## config.mk

```make
export PLATFORM = sky130hd
export DESIGN_NAME = rgb_to_hsv_converter_flat
export DESIGN_NICKNAME = d
export VERILOG_FILES = /design/src/hdl/rhc_pkg.sv /design/src/hdl/rhc_ifs.sv /design/src/hdl/rhc_div_pipe.sv /design/src/hdl/rgb_to_hsv_converter.sv /design/src/flat_wrapper.sv
export SDC_FILE = /design/constraint.sdc
export NUM_CORES = 2
export LEC_CHECK = 0
export BUFFER_PORTS_ARGS = -buffer_cell sky130_fd_sc_hd__clkbuf_2
export CORE_UTILIZATION = 60
export DETAILED_ROUTE_END_ITERATION = 10
export PLACE_DENSITY_LB_ADDON = 0.1
export SYNTH_ARGS = -nofsm -noshare
export SYNTH_HDL_FRONTEND = slang
export SYNTH_HIERARCHICAL = 1
export SYNTH_SLANG_ARGS = --single-unit
```

## constraint.sdc

```tcl
create_clock -name clk -period 141 [get_ports clk]
set_clock_uncertainty 0.2 [all_clocks]
set_input_delay 42.3 -clock clk [delete_from_list [all_inputs] [get_ports clk]]
set_output_delay 42.3 -clock clk [all_outputs]
set_load 0.01 [all_outputs]
```

## src/hdl/rhc_pkg.sv

```systemverilog
// Package of the RGB to HSV converter: widths, constants, types and the divide step.
`timescale 1ns / 1ps
`default_nettype none

package rhc_pkg;

	localparam int CHANNEL_BITS  = 8;
	localparam int HUE_FRAC_BITS = 6;
	localparam int HUE_BITS      = 9 + HUE_FRAC_BITS;
	localparam int SAT_BITS      = 16;
	// quotient bits per divider lane, one pipeline stage each
	localparam int DIV_QW        = (HUE_BITS > SAT_BITS) ? HUE_BITS : SAT_BITS;
	localparam int DIV_W         = CHANNEL_BITS + DIV_QW;
	// signed degrees * spread, and its non-negative form after wrapping
	localparam int DEG_W         = CHANNEL_BITS + 10;
	localparam int DEG_POS_W     = CHANNEL_BITS + 9;

	localparam int SECTOR_DEG    = 60;
	localparam int GREEN_BASE    = 120;
	localparam int BLUE_BASE     = 240;
	localparam int FULL_DEG      = 360;

	typedef logic [CHANNEL_BITS-1:0] rhc_chan_t;

	typedef enum logic [1:0] {
		SEC_RED,
		SEC_GREEN,
		SEC_BLUE
	} rhc_sector_t;

	typedef struct packed {
		logic            en;
		logic            valid;
	} rhc_pipe_ctl_t;

	typedef struct packed {
		logic [DIV_W-1:0] hue_num;
		rhc_chan_t        hue_den;
		logic [DIV_W-1:0] sat_num;
		rhc_chan_t        sat_den;
		rhc_chan_t        bright;
	} rhc_div_word_t;

	typedef struct packed {
		logic [HUE_BITS-1:0] hue;
		logic [SAT_BITS-1:0] sat;
		rhc_chan_t           bright;
	} rhc_hsv_t;

	// One restoring divide step. w holds {remainder, numerator bits left, quotient bits}.
	// The top CHANNEL_BITS of w stay below d.
	function automatic logic [DIV_W-1:0] div_step(input logic [DIV_W-1:0] w,
			input rhc_chan_t d);
		logic [CHANNEL_BITS:0] part;
		logic [CHANNEL_BITS:0] rest;
		logic [DIV_W-1:0]      res;
		part = w[DIV_W-1:DIV_QW-1];
		rest = part - {1'b0, d};
		if (part >= {1'b0, d}) begin
			res = {rest[CHANNEL_BITS-1:0], w[DIV_QW-2:0], 1'b1};
		end else begin
			res = {part[CHANNEL_BITS-1:0], w[DIV_QW-2:0], 1'b0};
		end
		return res;
	endfunction

endpackage

`default_nettype wire

```

## src/hdl/rhc_ifs.sv

```systemverilog
// Stream interfaces of the RGB to HSV converter: RGB words in, HSV words out.
`timescale 1ns / 1ps
`default_nettype none

interface rhc_rgb_if import rhc_pkg::*; ();
	logic      valid;
	logic      ready;
	rhc_chan_t red;
	rhc_chan_t green;
	rhc_chan_t blue;

	modport source (output valid, output red, output green, output blue, input ready);
	modport sink   (input valid, input red, input green, input blue, output ready);
endinterface

interface rhc_hsv_if import rhc_pkg::*; ();
	logic                valid;
	logic                ready;
	logic [HUE_BITS-1:0] hue;
	logic [SAT_BITS-1:0] saturation;
	rhc_chan_t           brightness;

	modport source (output valid, output hue, output saturation, output brightness,
		input ready);
	modport sink   (input valid, input hue, input saturation, input brightness,
		output ready);
endinterface

`default_nettype wire

```

## src/hdl/rhc_div_pipe.sv

```systemverilog
// Pipelined restoring divider, two lanes (hue, saturation), one quotient bit per stage.
`timescale 1ns / 1ps
`default_nettype none

module rhc_div_pipe import rhc_pkg::*; (
	input  logic          clk,
	input  logic          arst_n,
	input  rhc_pipe_ctl_t ctl,
	input  rhc_div_word_t in_word,
	output logic          out_valid,
	output rhc_hsv_t      out_word
);

	logic [DIV_QW-1:0] vld_s;
	logic [DIV_W-1:0]  hue_w_s [DIV_QW];
	rhc_chan_t         hue_d_s [DIV_QW];
	logic [DIV_W-1:0]  sat_w_s [DIV_QW];
	rhc_chan_t         sat_d_s [DIV_QW];
	rhc_chan_t         bright_s [DIV_QW];

	always_ff @(posedge clk or negedge arst_n) begin
		if (!arst_n) begin
			vld_s <= '0;
		end else if (ctl.en) begin
			vld_s <= {vld_s[DIV_QW-2:0], ctl.valid};
		end
	end

	always_ff @(posedge clk) begin
		if (ctl.en) begin
			hue_w_s[0]  <= div_step(in_word.hue_num, in_word.hue_den);
			hue_d_s[0]  <= in_word.hue_den;
			sat_w_s[0]  <= div_step(in_word.sat_num, in_word.sat_den);
			sat_d_s[0]  <= in_word.sat_den;
			bright_s[0] <= in_word.bright;
			for (int k = 1; k < DIV_QW; k++) begin
				hue_w_s[k]  <= div_step(hue_w_s[k-1], hue_d_s[k-1]);
				hue_d_s[k]  <= hue_d_s[k-1];
				sat_w_s[k]  <= div_step(sat_w_s[k-1], sat_d_s[k-1]);
				sat_d_s[k]  <= sat_d_s[k-1];
				bright_s[k] <= bright_s[k-1];
			end
		end
	end

	// quotient sits in the low bits after the last step
	assign out_valid       = vld_s[DIV_QW-1];
	assign out_word.hue    = hue_w_s[DIV_QW-1][HUE_BITS-1:0];
	assign out_word.sat    = sat_w_s[DIV_QW-1][SAT_BITS-1:0];
	assign out_word.bright = bright_s[DIV_QW-1];

endmodule

`default_nettype wire

```

## src/hdl/rgb_to_hsv_converter.sv

```systemverilog
// Top level of the RGB to HSV converter: input skid, front stages and divider pipeline.
// Throughput: one word per cycle while hsv.ready does not stall the pipe; the 16-stage
// divider (one quotient bit a stage) sets depth.
// Back pressure: hsv.ready freezes all stages at once; a one-word skid on the input keeps
// rgb.ready a register output, so no combinational path runs from hsv.ready to rgb.ready.
// Reset: arst_n clears all valid bits and the skid; payload registers are not reset.
`timescale 1ns / 1ps
`default_nettype none

module rgb_to_hsv_converter import rhc_pkg::*; (
	input  logic      clk,
	input  logic      arst_n,
	rhc_rgb_if.sink   rgb,
	rhc_hsv_if.source hsv
);

	// ---------------------------------------------------------------
	// Pipeline advance and input skid
	// ---------------------------------------------------------------
	logic          en;
	logic          skid_v_q;
	rhc_chan_t     skid_r_q;
	rhc_chan_t     skid_g_q;
	rhc_chan_t     skid_b_q;
	logic          src_v;
	rhc_chan_t     src_r;
	rhc_chan_t     src_g;
	rhc_chan_t     src_b;
	logic          div_out_v;
	rhc_hsv_t      div_out;

	// Whole pipe moves unless the output word is held.
	assign en        = !div_out_v || hsv.ready;
	assign rgb.ready = !skid_v_q;

	// Skid word has priority: it arrived first.
	assign src_v = skid_v_q || rgb.valid;
	assign src_r = skid_v_q ? skid_r_q : rgb.red;
	assign src_g = skid_v_q ? skid_g_q : rgb.green;
	assign src_b = skid_v_q ? skid_b_q : rgb.blue;

	always_ff @(posedge clk or negedge arst_n) begin
		if (!arst_n) begin
			skid_v_q <= 1'b0;
		end else if (en) begin
			skid_v_q <= 1'b0;
		end else if (rgb.valid && !skid_v_q) begin
			skid_v_q <= 1'b1;
		end
	end

	always_ff @(posedge clk) begin
		if (!en && rgb.valid && !skid_v_q) begin
			skid_r_q <= rgb.red;
			skid_g_q <= rgb.green;
			skid_b_q <= rgb.blue;
		end
	end

	// ---------------------------------------------------------------
	// Stage 1: max, min, sector and signed channel difference
	// Ties pick red, then green.
	// ---------------------------------------------------------------
	logic                  v_s1;
	rhc_chan_t             mx_s1;
	rhc_chan_t             spread_s1;
	logic [CHANNEL_BITS:0] diff_s1;
	rhc_sector_t           sector_s1;

	rhc_chan_t             mx_c;
	rhc_chan_t             mn_rg_c;
	rhc_chan_t             mn_c;
	logic [CHANNEL_BITS:0] diff_c;
	rhc_sector_t           sector_c;

	always_comb begin
		if (src_r >= src_g && src_r >= src_b) begin
			sector_c = SEC_RED;
			mx_c     = src_r;
			diff_c   = {1'b0, src_g} - {1'b0, src_b};
		end else if (src_g >= src_b) begin
			sector_c = SEC_GREEN;
			mx_c     = src_g;
			diff_c   = {1'b0, src_b} - {1'b0, src_r};
		end else begin
			sector_c = SEC_BLUE;
			mx_c     = src_b;
			diff_c   = {1'b0, src_r} - {1'b0, src_g};
		end
		mn_rg_c = (src_r <= src_g) ? src_r : src_g;
		mn_c    = (mn_rg_c <= src_b) ? mn_rg_c : src_b;
	end

	// ---------------------------------------------------------------
	// Stage 2: degrees * spread = 60*diff + base*spread, and the
	// saturation numerator spread*65535
	// ---------------------------------------------------------------
	logic                           v_s2;
	rhc_chan_t                      mx_s2;
	rhc_chan_t                      spread_s2;
	logic [DEG_W-1:0]               deg_s2;
	logic [CHANNEL_BITS+SAT_BITS-1:0] sat_num_s2;

	logic [DEG_W-1:0]               diff_x;
	logic [DEG_W-1:0]               spread_x;
	logic [DEG_W-1:0]               base_c;
	logic [DEG_W-1:0]               deg_c;
	logic [CHANNEL_BITS+SAT_BITS-1:0] sat_num_c;

	always_comb begin
		unique case (sector_s1)
			SEC_RED:   base_c = '0;
			SEC_GREEN: base_c = DEG_W'(GREEN_BASE);
			SEC_BLUE:  base_c = DEG_W'(BLUE_BASE);
			default:   base_c = '0;
		endcase
		diff_x    = {{(DEG_W-CHANNEL_BITS-1){diff_s1[CHANNEL_BITS]}}, diff_s1};
		spread_x  = DEG_W'(spread_s1);
		// two's complement products; wrap mod 2^DEG_W keeps the sign right
		deg_c     = diff_x * DEG_W'(SECTOR_DEG) + base_c * spread_x;
		sat_num_c = {spread_s1, {SAT_BITS{1'b0}}} - (CHANNEL_BITS+SAT_BITS)'(spread_s1);
	end

	// ---------------------------------------------------------------
	// Stage 3: wrap a negative hue by 360 degrees, scale by the hue
	// fraction, and pick divisors (zero divisor forced to one: the
	// numerator is then zero, so the quotient is zero)
	// ---------------------------------------------------------------
	logic             v_s3;
	rhc_div_word_t    word_s3;

	logic [DEG_W-1:0] deg_wrap_c;
	rhc_div_word_t    word_c;

	always_comb begin
		if (deg_s2[DEG_W-1]) begin
			deg_wrap_c = deg_s2 + DEG_W'(FULL_DEG) * DEG_W'(spread_s2);
		end else begin
			deg_wrap_c = deg_s2;
		end
		word_c.hue_num = DIV_W'(deg_wrap_c[DEG_POS_W-1:0]) << HUE_FRAC_BITS;
		word_c.hue_den = (spread_s2 == '0) ? CHANNEL_BITS'(1) : spread_s2;
		word_c.sat_num = DIV_W'(sat_num_s2);
		word_c.sat_den = (mx_s2 == '0) ? CHANNEL_BITS'(1) : mx_s2;
		word_c.bright  = mx_s2;
	end

	// ---------------------------------------------------------------
	// Front stage registers
	// ---------------------------------------------------------------
	always_ff @(posedge clk or negedge arst_n) begin
		if (!arst_n) begin
			v_s1 <= 1'b0;
			v_s2 <= 1'b0;
			v_s3 <= 1'b0;
		end else if (en) begin
			v_s1 <= src_v;
			v_s2 <= v_s1;
			v_s3 <= v_s2;
		end
	end

	always_ff @(posedge clk) begin
		if (en) begin
			mx_s1      <= mx_c;
			spread_s1  <= mx_c - mn_c;
			diff_s1    <= diff_c;
			sector_s1  <= sector_c;
			mx_s2      <= mx_s1;
			spread_s2  <= spread_s1;
			deg_s2     <= deg_c;
			sat_num_s2 <= sat_num_c;
			word_s3    <= word_c;
		end
	end

	// ---------------------------------------------------------------
	// Divider pipeline; its last stage is the output register
	// ---------------------------------------------------------------
	rhc_pipe_ctl_t div_ctl;

	assign div_ctl.en    = en;
	assign div_ctl.valid = v_s3;

	rhc_div_pipe u_div (
		.clk       (clk),
		.arst_n    (arst_n),
		.ctl       (div_ctl),
		.in_word   (word_s3),
		.out_valid (div_out_v),
		.out_word  (div_out)
	);

	assign hsv.valid      = div_out_v;
	assign hsv.hue        = div_out.hue;
	assign hsv.saturation = div_out.sat;
	assign hsv.brightness = div_out.bright;

endmodule

`default_nettype wire

```

## src/flat_wrapper.sv

```systemverilog
// flat-port wrapper written by rule: the top's interface ports become plain ports
module rgb_to_hsv_converter_flat import rhc_pkg::*;
  (clk, arst_n, rgb_valid, rgb_red, rgb_green, rgb_blue, rgb_ready, hsv_valid, hsv_hue, hsv_saturation, hsv_brightness, hsv_ready);
  rhc_rgb_if rgb_i ();
  rhc_hsv_if hsv_i ();
  input  logic clk;
  input  logic arst_n;
  input wire logic [$bits(rgb_i.valid)-1:0] rgb_valid;
  input wire logic [$bits(rgb_i.red)-1:0] rgb_red;
  input wire logic [$bits(rgb_i.green)-1:0] rgb_green;
  input wire logic [$bits(rgb_i.blue)-1:0] rgb_blue;
  output wire logic [$bits(rgb_i.ready)-1:0] rgb_ready;
  output wire logic [$bits(hsv_i.valid)-1:0] hsv_valid;
  output wire logic [$bits(hsv_i.hue)-1:0] hsv_hue;
  output wire logic [$bits(hsv_i.saturation)-1:0] hsv_saturation;
  output wire logic [$bits(hsv_i.brightness)-1:0] hsv_brightness;
  input wire logic [$bits(hsv_i.ready)-1:0] hsv_ready;
  assign rgb_i.valid = rgb_valid;
  assign rgb_i.red = rgb_red;
  assign rgb_i.green = rgb_green;
  assign rgb_i.blue = rgb_blue;
  assign rgb_ready = rgb_i.ready;
  assign hsv_valid = hsv_i.valid;
  assign hsv_hue = hsv_i.hue;
  assign hsv_saturation = hsv_i.saturation;
  assign hsv_brightness = hsv_i.brightness;
  assign hsv_i.ready = hsv_ready;
  rgb_to_hsv_converter u_core (.clk(clk), .arst_n(arst_n), .rgb(rgb_i), .hsv(hsv_i));
endmodule
```

==> results by group <==
Place
  • DP HPWL: 68000 um
  • # port buffers: 68
  • GPL Wtd Cong: 0.860

Global routing
  • GRT overflow: 0
  • Vias in the first global route: 31593
  • First-pass GRT wire length: 158000 um
  • Initial antenna violation count: 1
  • GRT Total Usage: 19.2%
  • Largest net degree at the start of global routing: 203

Route
  • DRC viols: 0
  • First drt pass iteration count: 5
  • Drt wl/cell: 16.6 um
  • WL final: 96500 um
  • Antenna-violating nets left: 0
  • Vias per cell: 5.41
  • Initial DRC Count: 1733
  • Via count: 31389

Critical path
  • Worst path slowest cell: buf_4
  • Cell mode on critical path: buf_4
  • Crit-path leading delay family: buffers and inverters
  • Startpoint types: input pin
  • CP Class: in2reg
  • Worst path buffer plus inverter count: 7
  • Worst Reg-to-Reg Cells: 23
  • Critical Path End Type: flop
  • Worst path cell trace: clkbuf_2, nand2b_4, buf_12, buf_4, buf_4, buf_4, buf_4, buf_12
  • Req. time, crit path: 141.14 ns
  • Stages on the worst setup path: 8
  • Worst EP arrival: 48.20 ns
  • Crit-path max FO: 202
  • CP max stage delay: 0.91 ns

Clock network
  • Post-CTS Setup Repair Bufs: 0
  • CTS hold repair buffers: 0
  • Clock Path Buffers: 3
  • Clk pin slew, worst setup/hold paths: 0.06 ns
  • Clk root buf: clkbuf_16
  • Clock Sinks: 1291
  • CTS H-Tree Depth: 4
  • CTS buffer count: 136
  • CTS tree: built
  • Clk_lat worst skew: 0.73 ns
  • Post_cts resized: 0

Floorplan
  • Starting density of the core: 60.8%
  • IO Count: 69
  • Rows: 116
  • Die area: 0.103 sq mm
  • Core area: 0.101 sq mm
  • Die height: 321 um
  • Die Wd: 321 um

Timing
  • Max-slew headroom: 31.3%
  • Fmax: 20.8 MHz
  • Slew Limit Fails: 0
  • Final Hold Vio Count: 0
  • Setup TNS: 0 ns
  • RSZ-0062 raised after global routing: no
  • Worst Tran Pin Value: 1.03 ns
  • Final period util: 34.1%
  • Final period demand of the worst path: 48.06 ns
  • Endpoints failing setup: 0

Run status
  • Status: completed

Synth
  • Ys Warns: 6
  • Cell area after synthesis: 0.0612 sq mm
  • Dominant synthesized flop cell: edfxtp_1
  • Post-synth EDFFs: 1271
  • Synth cell types: 79
  • Post-synthesis sequential area ratio: 63.2%
  • Yosys reg bits: 1291
  • Syn Area/Cell: 14.6 sq um
  • Syn Inst Count: 4196
  • FFs w/ async S/R, synth: 1.55%

Final layout
  • Area grow syn2layout: 9.94%
  • Number of nets in the layout: 4848
  • Antenna Cells: 0
  • Fillers: 7111
  • Layout cells sized above 1: 11.8%
  • Layout Utilization: 66.9%

Worst hold path
  • Worst hold path class: reg2reg
  • Hold depth: 0

Run
  • Max_cap viols: 0
==> synthesized netlist by cell type (all sizes together), types with 8 or more instances <==
master | count | area, sq um
a211oi | 37 | 348
a21boi | 37 | 300
a21o | 69 | 518
a21oi | 168 | 878
a311o | 14 | 140
a31oi | 10 | 77.6
and2 | 23 | 144
and3 | 11 | 68.8
buf | 63 | 497
clkbuf | 25 | 93.8
dfrtp | 20 | 500
edfxtp | 1271 | 38200
fa | 89 | 1780
ha | 393 | 4920
inv | 515 | 1930
mux2 | 192 | 2430
mux2i | 127 | 1270
nand2 | 87 | 329
nand2b | 69 | 432
nand3 | 60 | 300
nand4 | 18 | 113
nor2 | 189 | 717
nor2b | 84 | 526
nor3 | 31 | 155
nor4 | 13 | 81.3
o211ai | 25 | 188
o21a | 61 | 458
o21ai | 157 | 805
o21bai | 9 | 67.6
o31a | 35 | 322
o31ai | 14 | 119
o41a | 14 | 158
or2 | 8 | 50.1
or3 | 14 | 87.6
or4 | 12 | 90.1
or4b | 21 | 210
xnor2 | 109 | 955
xor2 | 43 | 377
==> cell usage in the layout, fill, tap and decap left out, drive strengths merged, types with 89 or more instances in the layout <==
master,synthesis,final
xnor2,109,109
clkbuf,25,237
nor2,189,189
fa,89,89
edfxtp,1271,1271
mux2i,127,127
ha,393,393
inv,515,519
mux2,192,192
o21ai,157,157
a21oi,168,168
==> registers in the layout (all words and copies together) (netlist names), 9 cells and up <==
register,cells
u_core/u_div/sat_w_s,376
u_core/u_div/hue_w_s,360
u_core/u_div/bright_s,128
u_core/u_div/hue_d_s,120
u_core/u_div/sat_d_s,120
u_core/word_s3,62
u_core/sat_num_s2,22
u_core/deg_s2,16
u_core/u_div/vld_s,16
u_core/diff_s1,9
==> metrics by stage <==
stage          instance area [sq um]  worst slack (ns)  hold slack, ns  cells
6_report                       67300             92.94           0.200   5806
5_1_grt                        67300             92.42           0.212   5806
4_1_cts                        67300             92.91           0.200   5806
3_5_place_dp                   62800             92.09           0.205   5557
3_3_place_gp                   62800             92.21           0.200   5557
2_1_floorplan                  61200             45.86           0.200   4205
==> logic make-up after synthesis <==
group                      share of synthesized area, %
AOI/OAI and AO/OA                                  8.03
xor gates and xnor gates                           2.18
adders and majority gates                          10.9
buffers and inverters                              4.12
DFF                                                63.2
muxes                                              6.05
other                                           0.00613
and+or+nand+nor                                    5.50
==> path summary, 6_finish.rpt <==
| kind | start | end | slack [ns] |
|---|---|---|---|
| setup / recovery | hsv_ready | u_core/u_div/sat_w_s[0][170]$_DFFE_PP_ | 92.94 |
| hold / removal | u_core/word_s3[6]$_DFFE_PN_ | u_core/u_div/bright_s[0][6]$_DFFE_PP_ | 0.20 |
| setup reg to reg | u_core/skid_v_q$_DFFE_PN0P_ | u_core/spread_s1[7]$_DFFE_PN_ | 134.17 |
| hold reg to reg | u_core/word_s3[6]$_DFFE_PN_ | u_core/u_div/bright_s[0][6]$_DFFE_PP_ | 0.20 |
| max in group asynchronous | arst_n | u_core/u_div/vld_s[3]$_DFFE_PN0P_ | 98.91 |
| min in group asynchronous | arst_n | u_core/u_div/vld_s[13]$_DFFE_PN0P_ | 41.34 |
==> metal layers <==
metal  GRT usage [%]  vias to the layer above  part of all wire (%)
met2            33.1                      420                    50
met3            3.34                      171                   3.3
met5               0                        -                0.0062
met4            7.25                        2                   3.0
li1                -                    15730                     -
met1            24.2                    15066                    44
==> final cells by class <==
| type | count | area [sq um] | share of cell area (%) |
|---|---|---|---|
| flip-flops and latches | 1291 | 38700 | 57.5 |
| multi-input cells | 2311 | 20100 | 29.8 |
| clock buffers | 169 | 3630 | 5.40 |
| inverters | 515 | 1930 | 2.87 |
| well taps | 1357 | 1700 | 2.52 |
| clock inverters | 80 | 817 | 1.21 |
| repair buffers | 83 | 478 | 0.710 |
Power is not shown: default switching activity piles up to over one toggle a cycle in this logic, so the estimate is an artifact.
